==> src/hw/rtl/ialu_pkg.sv <==
// Shared types and constants for the integer ALU.
package ialu_pkg;

    localparam int DATA_WIDTH_DEF = 64;

    localparam logic [3:0] OP_POW = 4'd0;
    localparam logic [3:0] OP_MUL = 4'd1;
    localparam logic [3:0] OP_DIV = 4'd2;
    localparam logic [3:0] OP_MOD = 4'd3;
    localparam logic [3:0] OP_ADD = 4'd4;
    localparam logic [3:0] OP_SUB = 4'd5;
    localparam logic [3:0] OP_AND = 4'd6;
    localparam logic [3:0] OP_XOR = 4'd7;
    localparam logic [3:0] OP_OR  = 4'd8;

    localparam logic [1:0] ERR_OK      = 2'd0;
    localparam logic [1:0] ERR_POW_NEG = 2'd1;
    localparam logic [1:0] ERR_DIV0    = 2'd2;
    localparam logic [1:0] ERR_MOD0    = 2'd3;

    typedef struct packed {
        logic [3:0]         mode;
        logic signed [63:0] left_operand;
        logic signed [63:0] right_operand;
    } in_item_t;

    typedef struct packed {
        logic signed [63:0] result_value;
        logic [1:0]         error_code;
    } out_item_t;

    // controller -> datapath
    typedef struct packed {
        logic load;      // capture operands, set up the operation
        logic step;      // one iteration of the shared loop
        logic mul_step;  // one partial product of the 64x64 multiplier
        logic finish;    // form the final result
    } dp_cmd_t;

    // datapath -> controller
    typedef struct packed {
        logic iterate;   // operation needs the iterative loop
        logic last;      // divide count, exponent or multiply done
        logic mul_busy;  // multiplier still accumulating
    } dp_stat_t;

endpackage

==> src/hw/rtl/integer_alu_pow_div_mod.sv <==
// Top level of the signed integer ALU.
// One operation is in flight at a time. Add, subtract, the logic ops, power
// with a zero or negative exponent and divide or remainder by zero go from
// the transfer in straight to the output register. Multiply runs four
// half-width partial products through one shared multiplier. Divide and
// remainder run a restoring radix-2 divider, one quotient bit a cycle.
// Power squares and multiplies through the same multiplier, one exponent
// bit at a time up to the top set bit, multiplying only where the bit is
// set, so for large exponents it dominates. The next transfer in is taken
// the cycle after the result is registered. A finished result waits in the
// output register while the next item is taken in; that item then holds in
// its last cycle until the waiting result is taken.
module integer_alu_pow_div_mod #(
    parameter int DATA_WIDTH = ialu_pkg::DATA_WIDTH_DEF
) (
    input  logic                clk,
    input  logic                rst_n,
    input  logic                in_valid,
    output logic                in_stall,
    input  ialu_pkg::in_item_t  in_data,
    output logic                out_valid,
    input  logic                out_stall,
    output ialu_pkg::out_item_t out_data
);
    ialu_pkg::dp_cmd_t  cmd;
    ialu_pkg::dp_stat_t stat;

    ialu_ctrl u_ctrl (
        .clk       (clk),
        .rst_n     (rst_n),
        .in_valid  (in_valid),
        .in_stall  (in_stall),
        .out_valid (out_valid),
        .out_stall (out_stall),
        .stat      (stat),
        .cmd       (cmd)
    );

    ialu_datapath #(.DATA_WIDTH(DATA_WIDTH)) u_dp (
        .clk      (clk),
        .rst_n    (rst_n),
        .in_item  (in_data),
        .cmd      (cmd),
        .stat     (stat),
        .out_item (out_data)
    );

    // a new result never overwrites one still waiting
    assert property (@(posedge clk) disable iff (!rst_n)
        cmd.finish |-> !(out_valid && out_stall))
        else $error("result overwritten");

    // errors always carry a zero value
    assert property (@(posedge clk) disable iff (!rst_n)
        out_valid && out_data.error_code != ialu_pkg::ERR_OK |->
        out_data.result_value == '0)
        else $error("error with nonzero value");

    // operand load and result capture are exclusive
    assert property (@(posedge clk) disable iff (!rst_n)
        !(cmd.load && cmd.finish))
        else $error("load and finish together");
endmodule

==> src/hw/rtl/ialu_datapath.sv <==
// Datapath of the integer ALU: operands, shared multiplier, divider and power loop.
module ialu_datapath #(
    parameter int DATA_WIDTH = ialu_pkg::DATA_WIDTH_DEF
) (
    input  logic               clk,
    input  logic               rst_n,
    input  ialu_pkg::in_item_t in_item,
    input  ialu_pkg::dp_cmd_t  cmd,
    output ialu_pkg::dp_stat_t stat,
    output ialu_pkg::out_item_t out_item
);
    localparam int W  = DATA_WIDTH;
    localparam int CW = $clog2(W + 1);
    localparam int HW = (W + 1) / 2;   // multiplier half width

    logic [3:0]   op_reg;
    logic [W-1:0] a_reg, b_reg;
    logic [W-1:0] acc_reg, acc_next;     // power result / quotient
    logic [W-1:0] base_reg, base_next;   // power base / remainder
    logic [W-1:0] e_reg, e_next;         // exponent / dividend shifter
    logic [W-1:0] divisor_reg;
    logic         sign_q_reg, sign_r_reg;
    logic [CW-1:0] cnt_reg;

    // multiplier: four HWxHW partial products, one per cycle
    logic [W-1:0] mx_reg, my_reg, prod_reg;
    logic [1:0]   mph_reg;
    logic         mbusy_reg;
    logic [2*HW-1:0] mxe, mye;
    logic [HW-1:0] pa, pb;
    logic [2*HW-1:0] pp;
    logic [W-1:0]  pp_sh;
    logic          mul_start;
    logic [W-1:0]  ms_x, ms_y;
    // which product the power loop wants: 0 acc*base, 1 base*base
    logic          pow_phase_reg;

    assign mxe = (2*HW)'(mx_reg);
    assign mye = (2*HW)'(my_reg);
    always_comb
    begin
        pa = mph_reg[0] ? mxe[2*HW-1:HW] : mxe[HW-1:0];
        pb = mph_reg[1] ? mye[2*HW-1:HW] : mye[HW-1:0];
        pp = (2*HW)'(pa) * (2*HW)'(pb);
        case (mph_reg)
            2'd0: pp_sh = W'(pp);
            2'd1, 2'd2: pp_sh = W'({pp, {HW{1'b0}}});
            default: pp_sh = '0;   // high x high lands above W bits
        endcase
    end

    logic a_neg, b_neg;
    logic [W-1:0] ua, ub;
    assign a_neg = in_item.left_operand[W-1];
    assign b_neg = in_item.right_operand[W-1];
    assign ua = a_neg ? -in_item.left_operand[W-1:0] : in_item.left_operand[W-1:0];
    assign ub = b_neg ? -in_item.right_operand[W-1:0] : in_item.right_operand[W-1:0];

    logic is_pow_loop, is_div;
    assign is_div = (in_item.mode == ialu_pkg::OP_DIV || in_item.mode == ialu_pkg::OP_MOD)
                    && (in_item.right_operand[W-1:0] != '0);
    assign is_pow_loop = (in_item.mode == ialu_pkg::OP_POW)
                         && !b_neg && (in_item.right_operand[W-1:0] != '0);

    // restoring division step
    logic [W:0] trial;
    logic [W-1:0] rem_sh;
    assign rem_sh = {base_reg[W-2:0], e_reg[W-1]};
    assign trial  = {base_reg[W-1], rem_sh} - {1'b0, divisor_reg};

    logic op_is_div;
    assign op_is_div = (op_reg == ialu_pkg::OP_DIV || op_reg == ialu_pkg::OP_MOD);

    always_comb
    begin
        acc_next  = acc_reg;
        base_next = base_reg;
        e_next    = e_reg;
        mul_start = 1'b0;
        ms_x      = acc_reg;
        ms_y      = base_reg;
        if (cmd.step)
        begin
            if (op_is_div)
            begin
                e_next = {e_reg[W-2:0], 1'b0};
                if (!trial[W])
                begin
                    base_next = trial[W-1:0];
                    acc_next  = {acc_reg[W-2:0], 1'b1};
                end
                else
                begin
                    base_next = rem_sh;
                    acc_next  = {acc_reg[W-2:0], 1'b0};
                end
            end
            else
            begin
                mul_start = 1'b1;
                ms_x = pow_phase_reg ? base_reg : acc_reg;
                ms_y = base_reg;
            end
        end
        else if (cmd.load)
        begin
            if (is_div)
            begin
                acc_next  = '0;
                base_next = '0;
                e_next    = ua;
            end
            else
            begin
                acc_next  = W'(1);
                base_next = in_item.left_operand[W-1:0];
                e_next    = in_item.right_operand[W-1:0];
            end
            if (in_item.mode == ialu_pkg::OP_MUL)
            begin
                mul_start = 1'b1;
                ms_x = in_item.left_operand[W-1:0];
                ms_y = in_item.right_operand[W-1:0];
            end
        end
        // power loop: fold multiplier result back when it completes
        if (cmd.mul_step && mbusy_reg && mph_reg == 2'd3 && op_reg == ialu_pkg::OP_POW)
        begin
            if (pow_phase_reg)
            begin
                base_next = prod_reg + pp_sh;
                e_next    = e_reg >> 1;
            end
            else
            begin
                acc_next = prod_reg + pp_sh;
            end
        end
    end

    // power sequencing: phase 0 multiplies acc*base when e[0], phase 1 squares
    logic pow_done_phase;
    always_ff @(posedge clk or negedge rst_n)
    begin
        if (!rst_n)
        begin
            mbusy_reg     <= 1'b0;
            mph_reg       <= 2'd0;
            pow_phase_reg <= 1'b0;
        end
        else
        begin
            if (mul_start && !(op_reg == ialu_pkg::OP_POW && cmd.step && !pow_phase_reg
                               && !e_reg[0]))
            begin
                mbusy_reg <= 1'b1;
                mph_reg   <= 2'd0;
            end
            else if (cmd.mul_step && mbusy_reg)
            begin
                mph_reg <= mph_reg + 2'd1;
                if (mph_reg == 2'd3)
                    mbusy_reg <= 1'b0;
            end
            if (cmd.load)
                pow_phase_reg <= 1'b0;
            else if (pow_done_phase)
                pow_phase_reg <= !pow_phase_reg;
        end
    end
    // a power phase ends when its product folds in, or at once when skipped
    assign pow_done_phase = (op_reg == ialu_pkg::OP_POW) &&
        ((cmd.mul_step && mbusy_reg && mph_reg == 2'd3) ||
         (cmd.step && !pow_phase_reg && !e_reg[0]));

    always_ff @(posedge clk)
    begin
        if (mul_start)
        begin
            mx_reg   <= ms_x;
            my_reg   <= ms_y;
            prod_reg <= '0;
        end
        else if (cmd.mul_step && mbusy_reg)
        begin
            prod_reg <= prod_reg + pp_sh;
        end
        acc_reg  <= acc_next;
        base_reg <= base_next;
        e_reg    <= e_next;
        if (cmd.load)
        begin
            op_reg      <= in_item.mode;
            a_reg       <= in_item.left_operand[W-1:0];
            b_reg       <= in_item.right_operand[W-1:0];
            sign_q_reg  <= a_neg ^ b_neg;
            sign_r_reg  <= a_neg;
            divisor_reg <= ub;
        end
    end

    always_ff @(posedge clk or negedge rst_n)
    begin
        if (!rst_n)
            cnt_reg <= '0;
        else if (cmd.load)
            cnt_reg <= '0;
        else if (cmd.step && op_is_div)
            cnt_reg <= cnt_reg + CW'(1);
    end

    assign stat.iterate  = is_div || is_pow_loop || (in_item.mode == ialu_pkg::OP_MUL);
    assign stat.last     = op_is_div ? (cnt_reg == CW'(W))
                         : (op_reg == ialu_pkg::OP_POW ? (e_reg == '0 && !pow_phase_reg)
                         : !mbusy_reg);
    assign stat.mul_busy = mbusy_reg;

    // final result
    logic [W-1:0] r;
    logic [1:0]   err;
    always_comb
    begin
        r   = '0;
        err = ialu_pkg::ERR_OK;
        case (op_reg)
            ialu_pkg::OP_POW:
            begin
                if (b_reg == '0)
                    r = a_reg[W-1] ? '1 : W'(1);
                else if (b_reg[W-1])
                begin
                    if (a_reg == '0)
                        err = ialu_pkg::ERR_POW_NEG;
                    else if (a_reg == W'(1) || a_reg == '1)
                        r = a_reg;
                end
                else
                    r = acc_reg;
            end
            ialu_pkg::OP_MUL: r = prod_reg;
            ialu_pkg::OP_DIV:
            begin
                if (b_reg == '0) err = ialu_pkg::ERR_DIV0;
                else r = sign_q_reg ? -acc_reg : acc_reg;
            end
            ialu_pkg::OP_MOD:
            begin
                if (b_reg == '0) err = ialu_pkg::ERR_MOD0;
                else r = sign_r_reg ? -base_reg : base_reg;
            end
            ialu_pkg::OP_ADD: r = a_reg + b_reg;
            ialu_pkg::OP_SUB: r = a_reg - b_reg;
            ialu_pkg::OP_AND: r = a_reg & b_reg;
            ialu_pkg::OP_XOR: r = a_reg ^ b_reg;
            ialu_pkg::OP_OR:  r = a_reg | b_reg;
            default: r = '0;
        endcase
    end

    always_ff @(posedge clk)
    begin
        if (cmd.finish)
        begin
            out_item.result_value <= 64'(signed'(r));
            out_item.error_code   <= err;
        end
    end
endmodule

==> src/hw/rtl/ialu_ctrl.sv <==
// Controller state machine of the integer ALU.
module ialu_ctrl (
    input  logic               clk,
    input  logic               rst_n,
    input  logic               in_valid,
    output logic               in_stall,
    output logic               out_valid,
    input  logic               out_stall,
    input  ialu_pkg::dp_stat_t stat,
    output ialu_pkg::dp_cmd_t  cmd
);
    localparam logic [1:0] S_IDLE = 2'd0;
    localparam logic [1:0] S_RUN  = 2'd1;
    localparam logic [1:0] S_FIN  = 2'd2;

    logic [1:0] state_reg, state_next;
    logic       ov_reg, ov_next;
    logic       accept;

    // accept while idle; a waiting result is parted by the output register
    assign in_stall = (state_reg != S_IDLE);
    assign accept   = in_valid && !in_stall;
    assign out_valid = ov_reg;

    always_comb
    begin
        state_next   = state_reg;
        ov_next      = ov_reg && out_stall;
        cmd.load     = accept;
        cmd.step     = 1'b0;
        cmd.mul_step = 1'b0;
        cmd.finish   = 1'b0;
        case (state_reg)
            S_IDLE:
            begin
                if (accept)
                    state_next = stat.iterate ? S_RUN : S_FIN;
            end
            S_RUN:
            begin
                if (stat.mul_busy)
                    cmd.mul_step = 1'b1;
                else if (stat.last)
                    state_next = S_FIN;
                else
                    cmd.step = 1'b1;
            end
            S_FIN:
            begin
                if (!ov_next)
                begin
                    cmd.finish = 1'b1;
                    ov_next    = 1'b1;
                    state_next = S_IDLE;
                end
            end
            default: state_next = S_IDLE;
        endcase
    end

    always_ff @(posedge clk or negedge rst_n)
    begin
        if (!rst_n)
        begin
            state_reg <= S_IDLE;
            ov_reg    <= 1'b0;
        end
        else
        begin
            state_reg <= state_next;
            ov_reg    <= ov_next;
        end
    end
endmodule

==> config.mk <==
export PLATFORM = sky130hd
export DESIGN_NAME = integer_alu_pow_div_mod
export DESIGN_NICKNAME = d
export VERILOG_FILES = /design/src/hw/rtl/ialu_pkg.sv /design/src/hw/rtl/integer_alu_pow_div_mod.sv /design/src/hw/rtl/ialu_datapath.sv /design/src/hw/rtl/ialu_ctrl.sv
export SDC_FILE = /design/constraint.sdc
export NUM_CORES = 2
export LEC_CHECK = 0
export ABC_AREA = 1
export BUFFER_PORTS_ARGS = -buffer_cell sky130_fd_sc_hd__buf_4
export CAP_MARGIN = 20
export CORE_MARGIN = 4
export CORE_UTILIZATION = 35
export DETAILED_ROUTE_END_ITERATION = 16
export PLACE_DENSITY = 0.51
export SLEW_MARGIN = 20
export SYNTH_ARGS = -nofsm -noshare
export SYNTH_HDL_FRONTEND = slang
export SYNTH_SLANG_ARGS = --single-unit
==> constraint.sdc <==
create_clock -name clk -period 12.46 [get_ports clk]
set_input_delay 1.869 -clock clk [delete_from_list [all_inputs] [get_ports clk]]
set_output_delay 1.869 -clock clk [all_outputs]
set_load 0.02 [all_outputs]
[Word level (Yosys, flattened, before mapping)]
Cells that the tools add are included.
Storage, ports and cells
  memory bits (read-only): 0
  memory bits (writable): 0
  latch bits: 0
  output and inout port bits: 68
  memories: 0
  flip-flop bits (word level): 662
Cells by class
  mux-type cells: 77
  bitwise operators: 4
  add/sub/neg operators: 10
  multiply operators: 1
  div/mod/pow operators: 0
  reductions and logical operators: 45
  shift operators: 0
  equality and inequality tests: 23
  order comparisons: 0
Operator list (count)
  64-bit 2-to-1 mux: 36
  64-bit case mux with 9 select lines: 1
  64-bit negation: 4
  64-bit logical NOT: 3
  64-bit adder: 2
  64-bit case mux with 2 select lines: 1
  65-bit by 64-bit subtractor with 65-bit output: 1
  64-bit AND: 1
  64-bit by 1-bit == test with 1-bit output (second input constant): 1
  64-bit == test (second input constant): 1
  32-bit by 32-bit multiplier with 64-bit output: 1
  32-bit 2-to-1 mux: 2
  64-bit OR: 1
  64-bit nonzero test: 1
  64-bit subtractor: 1
  64-bit XOR: 1
  63-bit 2-to-1 mux: 1
  2-bit 2-to-1 mux: 12
  1-bit 2-to-1 mux: 20
  1-bit logical AND: 17
  4-bit by 2-bit == test with 1-bit output (second input constant): 4
  4-bit by 3-bit == test with 1-bit output (second input constant): 4
  7-bit 2-to-1 mux: 2
  2-bit case mux with 3 select lines: 2
  other kinds (18): 40

[Depth between registers and ports, before layout]
  depth after elaboration: 14
  depth in mapped cells: 54
  gate-level depth less buffers: 50

[By module]
Synthesis repeated with hierarchy kept, for this count alone.
Unflattened totals
  cells, all modules: 12818
  area, all modules: 91454.0 um^2
Modules (own cells, without submodules)
  ialu_datapath: instances 1, sequential area each 17111.4 um^2, cells an instance 12789, area each 91260.0 um^2
  ialu_ctrl: instances 1, sequential area each 75.1 um^2, cells an instance 29, area each 193.9 um^2

[Worst setup path before layout]
Ideal clock, no wire load.
  kind: reg-to-reg
  start: register u_dp.mph_reg[1]
  end: register u_dp.base_reg[61]
  library setup time: 0.123 ns
  path slack: 3.300 ns
  arrival time: 9.037 ns
  stages on the path, launching flop included: 43
  period minus slack after synthesis: 9.160 ns
  data required time: 12.337 ns
  cells stage by stage: dfrtp_1 clkbuf_1 inv_1 clkbuf_1 or2_2 o21ai_1 clkbuf_1 nor2_1 fa_1 fa_1 inv_1 fa_1 inv_1 fa_1 inv_1 fa_1 fa_1 fa_1 (+7 left out) a21oi_1 nand2_1 a21o_1 or2_2 nand3_1 a21oi_1 ha_1 nand2_1 nor2_1 inv_1 nor2_1 inv_1 nor4_1 nand3_1 nand2_1 xor2_1 nand2_1 a21boi_0
On the way
  word-level cells in the longest chain between the ends: 6
  elaborated cells between the ends (all ways): 13
  classes of those cells: 1 x add/sub; 1 x mul; 3 x eq/ne; 4 x mux; 4 x reduce/logical
Ends and longest elaborated chain
  start, declared: line ialu_datapath.sv:27  | logic [1:0] mph_reg;
  start signal, assigned: line ialu_datapath.sv:161  | mph_reg <= mph_reg + 2'd1;
  32-bit 2-to-1 mux (tied with other cells): line ialu_datapath.sv:43  | pb = mph_reg[1] ? mye[2*HW-1:HW] : mye[HW-1:0];
  32-bit by 32-bit multiplier with 64-bit output or 2-bit OR reduction (tied branches): line ialu_datapath.sv:44, ialu_datapath.sv:45
  64-bit case mux with 2 select lines: line ialu_datapath.sv:45  | case (mph_reg)
  64-bit adder: line ialu_datapath.sv:131  | base_next = prod_reg + pp_sh;
  64-bit 2-to-1 mux: line ialu_datapath.sv:129  | if (pow_phase_reg)
  64-bit 2-to-1 mux (*): line ialu_datapath.sv:127  | if (cmd.mul_step && mbusy_reg && mph_reg == 2'd3 && op_reg == ialu_pkg::OP_POW)
  named net u_dp.base_next[61]: line ialu_datapath.sv:19  | logic [W-1:0] base_reg, base_next;
  end signal, assigned: line ialu_datapath.sv:189  | base_reg <= base_next;
  end, declared: line ialu_datapath.sv:19
Mark *: on every way through the listed nets, which the timed path passes. The rest lies on a longest branch.
A chain may end at the register's enable or synchronous reset.

[Final worst setup path]
  start: register u_dp.mph_reg[1]
  end: register u_dp.base_reg[39]
The elaborated chain is that of the path after synthesis.

==> flow_summary.toml <==
[clock_tree]
cts_buffers = 82
cts_max_path_buffers = 3
root_buffer = "clkbuf_16"
cts.clk_slew.worst_paths_ns = 0.06
cts_resized = 0
htree_levels = 3
clock_sinks = 660
cts_tree = "done"
hold_buffers = 0
clkLatencyLatePin_ns = 0.78
post-cts-setup-buffers = 0

[sta]
max_freq_ghz = 0.0837
rsz0062_at_grt = "no"
worstMarginPinSlew_ns = 1.27
finClkSkew_ns = 0.0695
slew_viol_final = 0
setup_tns_ns = 0
final_critical_path_setup_slack_ns = 0.507
fin_crit_sh = 0.959
fin_crit_ns = 11.95
relSlewSlack = 0.151
finalHoldViolations = 0
setup_viol = 0

[routing]
routed_via_density = 5.74
wl_per_cell_um = 32.1
drc = 0
drt_iter0_drc = 13300
vias = 98500
dr.pass1.iters = 7
postRouteAntennaNets = 0
drt-total-wl_um = 550000

[place]
preCtsSetupSlack_ns = 0.625
portBuffers = 203
place_hpwl_um = 454000
gp_congestion = 1.08

[global_route]
first_global_vias = 93600
grt-ovfl-total = 0
grt_pass1_wl_um = 753000
grt_max_degree = 179
grtUsageTotal = 0.385
antenna_found_initial = 53

[synth]
synth_most_common_cell = "nand2_1"
ys_seq_area_frac = 0.183
synth_largest_area_cell = "fa_1"
synth_cell_types = 66
synthArstFlopShare = 0.0212
synth_flop_cell = "edfxtp_1"
syn_area_um2 = 94100
yosys-top-cells-count = "nand2_1, inv_1, nor2_1, fa_1, o21ai_0"
synth-edff-count = 390
syn_area_per_cell_um2 = 6.96
synthDominantCellAreaShare = 0.191
synthCells = 13500
synthTopCellsByArea = "fa_1, edfxtp_1, nand2_1, inv_1, ha_1"
ys_seq_elements = 660
yosys_warnings = 0
syn-num-nets = 15100

[critical_path]
crit_required_ns = 13.12
critPathArrivalTime_ns = 12.61
startpoint_type = "register"
path_max_fanout = 17
end_kind = "register"
ff2ff_setup_slack_ns = 0.51
cp_common_cell = "fa_1"
slowest_stage = "clkinv_1"
path_class = "register to register"
slowest_delay_ns = 0.90

[floorplan]
die_h_um = 527
design.die.area_um2 = 277000
fp.dieW_um = 527
io_pins = 204
start_util = 0.352
coreArea_um2 = 268000
std_cell_rows = 190

[final_layout]
drive_gt1_frac = 0.0645
largest_reg_flops = 66
fillerInstances = 29400
final_core_util = 0.386
nNetsFinal = 15100
syn_to_final_growth_pct = 9.76
regMostFlops = "u_dp.out_item"

[min_path]
min_path_type = "register to register"

[run_status]
outcome = "finished clean"

[job]
cap_violations = 0
## layer usage
metal  routed length [µm]  vias to the layer above  global-route usage
met5                  134                        -                   0
met4                51500                       18               0.286
met3                57000                     1329              0.0893
met2               226000                     5683               0.561
met1               215000                    48300               0.496
li1                     -                    43200                   -
## critical path: cells and delay by family, from the launching register on
family / cells / cell delay [ns]
fa+ha+maj: 10 / 4.82
compound gates: 13 / 3.43
buf+inv: 7 / 1.82
xor+xnor: 1 / 0.76
simple gates: 4 / 0.69
flops: 1 / 0.35
## layout make-up
type / instances / area [µm²] / area share
inverters: 2266 / 8520 / 0.0825
flip-flops and latches: 660 / 17200 / 0.166
well taps: 3552 / 4440 / 0.0430
clock buffers: 94 / 2130 / 0.0206
repair buffers: 481 / 3650 / 0.0353
multi-input cells: 10000 / 66400 / 0.643
diodes: 27 / 67.6 / 0.000654
clock inverters: 60 / 878 / 0.00850
## stage by stage
stage / instance area, µm² / hold WS, ns / instances
CTS: 103000 / 0.503 / 17100
detailed placement: 100000 / 0.492 / 17000
global route: 103000 / 0.529 / 17100
finish: 103000 / 0.503 / 17200
floorplan: 94100 / 0.458 / 13500
global placement: 100000 / 0.498 / 17000
## path summary, 6_finish.rpt
| check | depth (start not counted) | start | end |
|---|---|---|---|
| max | 35 | u_dp.mph_reg[1] | u_dp.base_reg[39] |
| min | 2 | u_dp.e_reg[44] | u_dp.e_reg[43] |
| max reg2reg | 35 | u_dp.mph_reg[1] | u_dp.base_reg[39] |
| min reg2reg | 2 | u_dp.e_reg[44] | u_dp.e_reg[43] |
| max in group asynchronous | 1 | rst_n | u_dp.mph_reg[1] |
| min in group asynchronous | 1 | rst_n | u_dp.cnt_reg[1] |
## placed cells by master, fill, tap and decap left out, types with 122 or more instances in the layout
master | netlist | routed
a21oi_1 | 722 | 721
nand4_1 | 178 | 178
edfxtp_1 | 390 | 390
o211ai_1 | 122 | 122
o21ai_0 | 778 | 753
nor3_1 | 144 | 143
xor2_1 | 326 | 323
nand2_1 | 2902 | 2899
nor2_1 | 1753 | 1741
inv_1 | 2225 | 2221
nand3_1 | 718 | 717
fa_1 | 899 | 899
ha_1 | 591 | 591
dfxtp_1 | 256 | 256
buf_4 | 12 | 476
## cell families (layout without fill, tap and decap cells)
group                    count (synthesis)  count (layout)  synth area share
AND/OR/NAND/NOR                       5986            5986             0.264
AO/OA/AOI/OAI                         2168            2168             0.132
flip-flops                             660             660             0.183
buffers and inverters                 2839            2901             0.116
XOR/XNOR                               379             379            0.0353
adder cells (fa/ha/maj)               1490            1490             0.270
other                                    0              27                 0
Power is left out: the tool's default activity adds up to more than one toggle a clock period on the data nets, which glitch-free logic cannot reach.
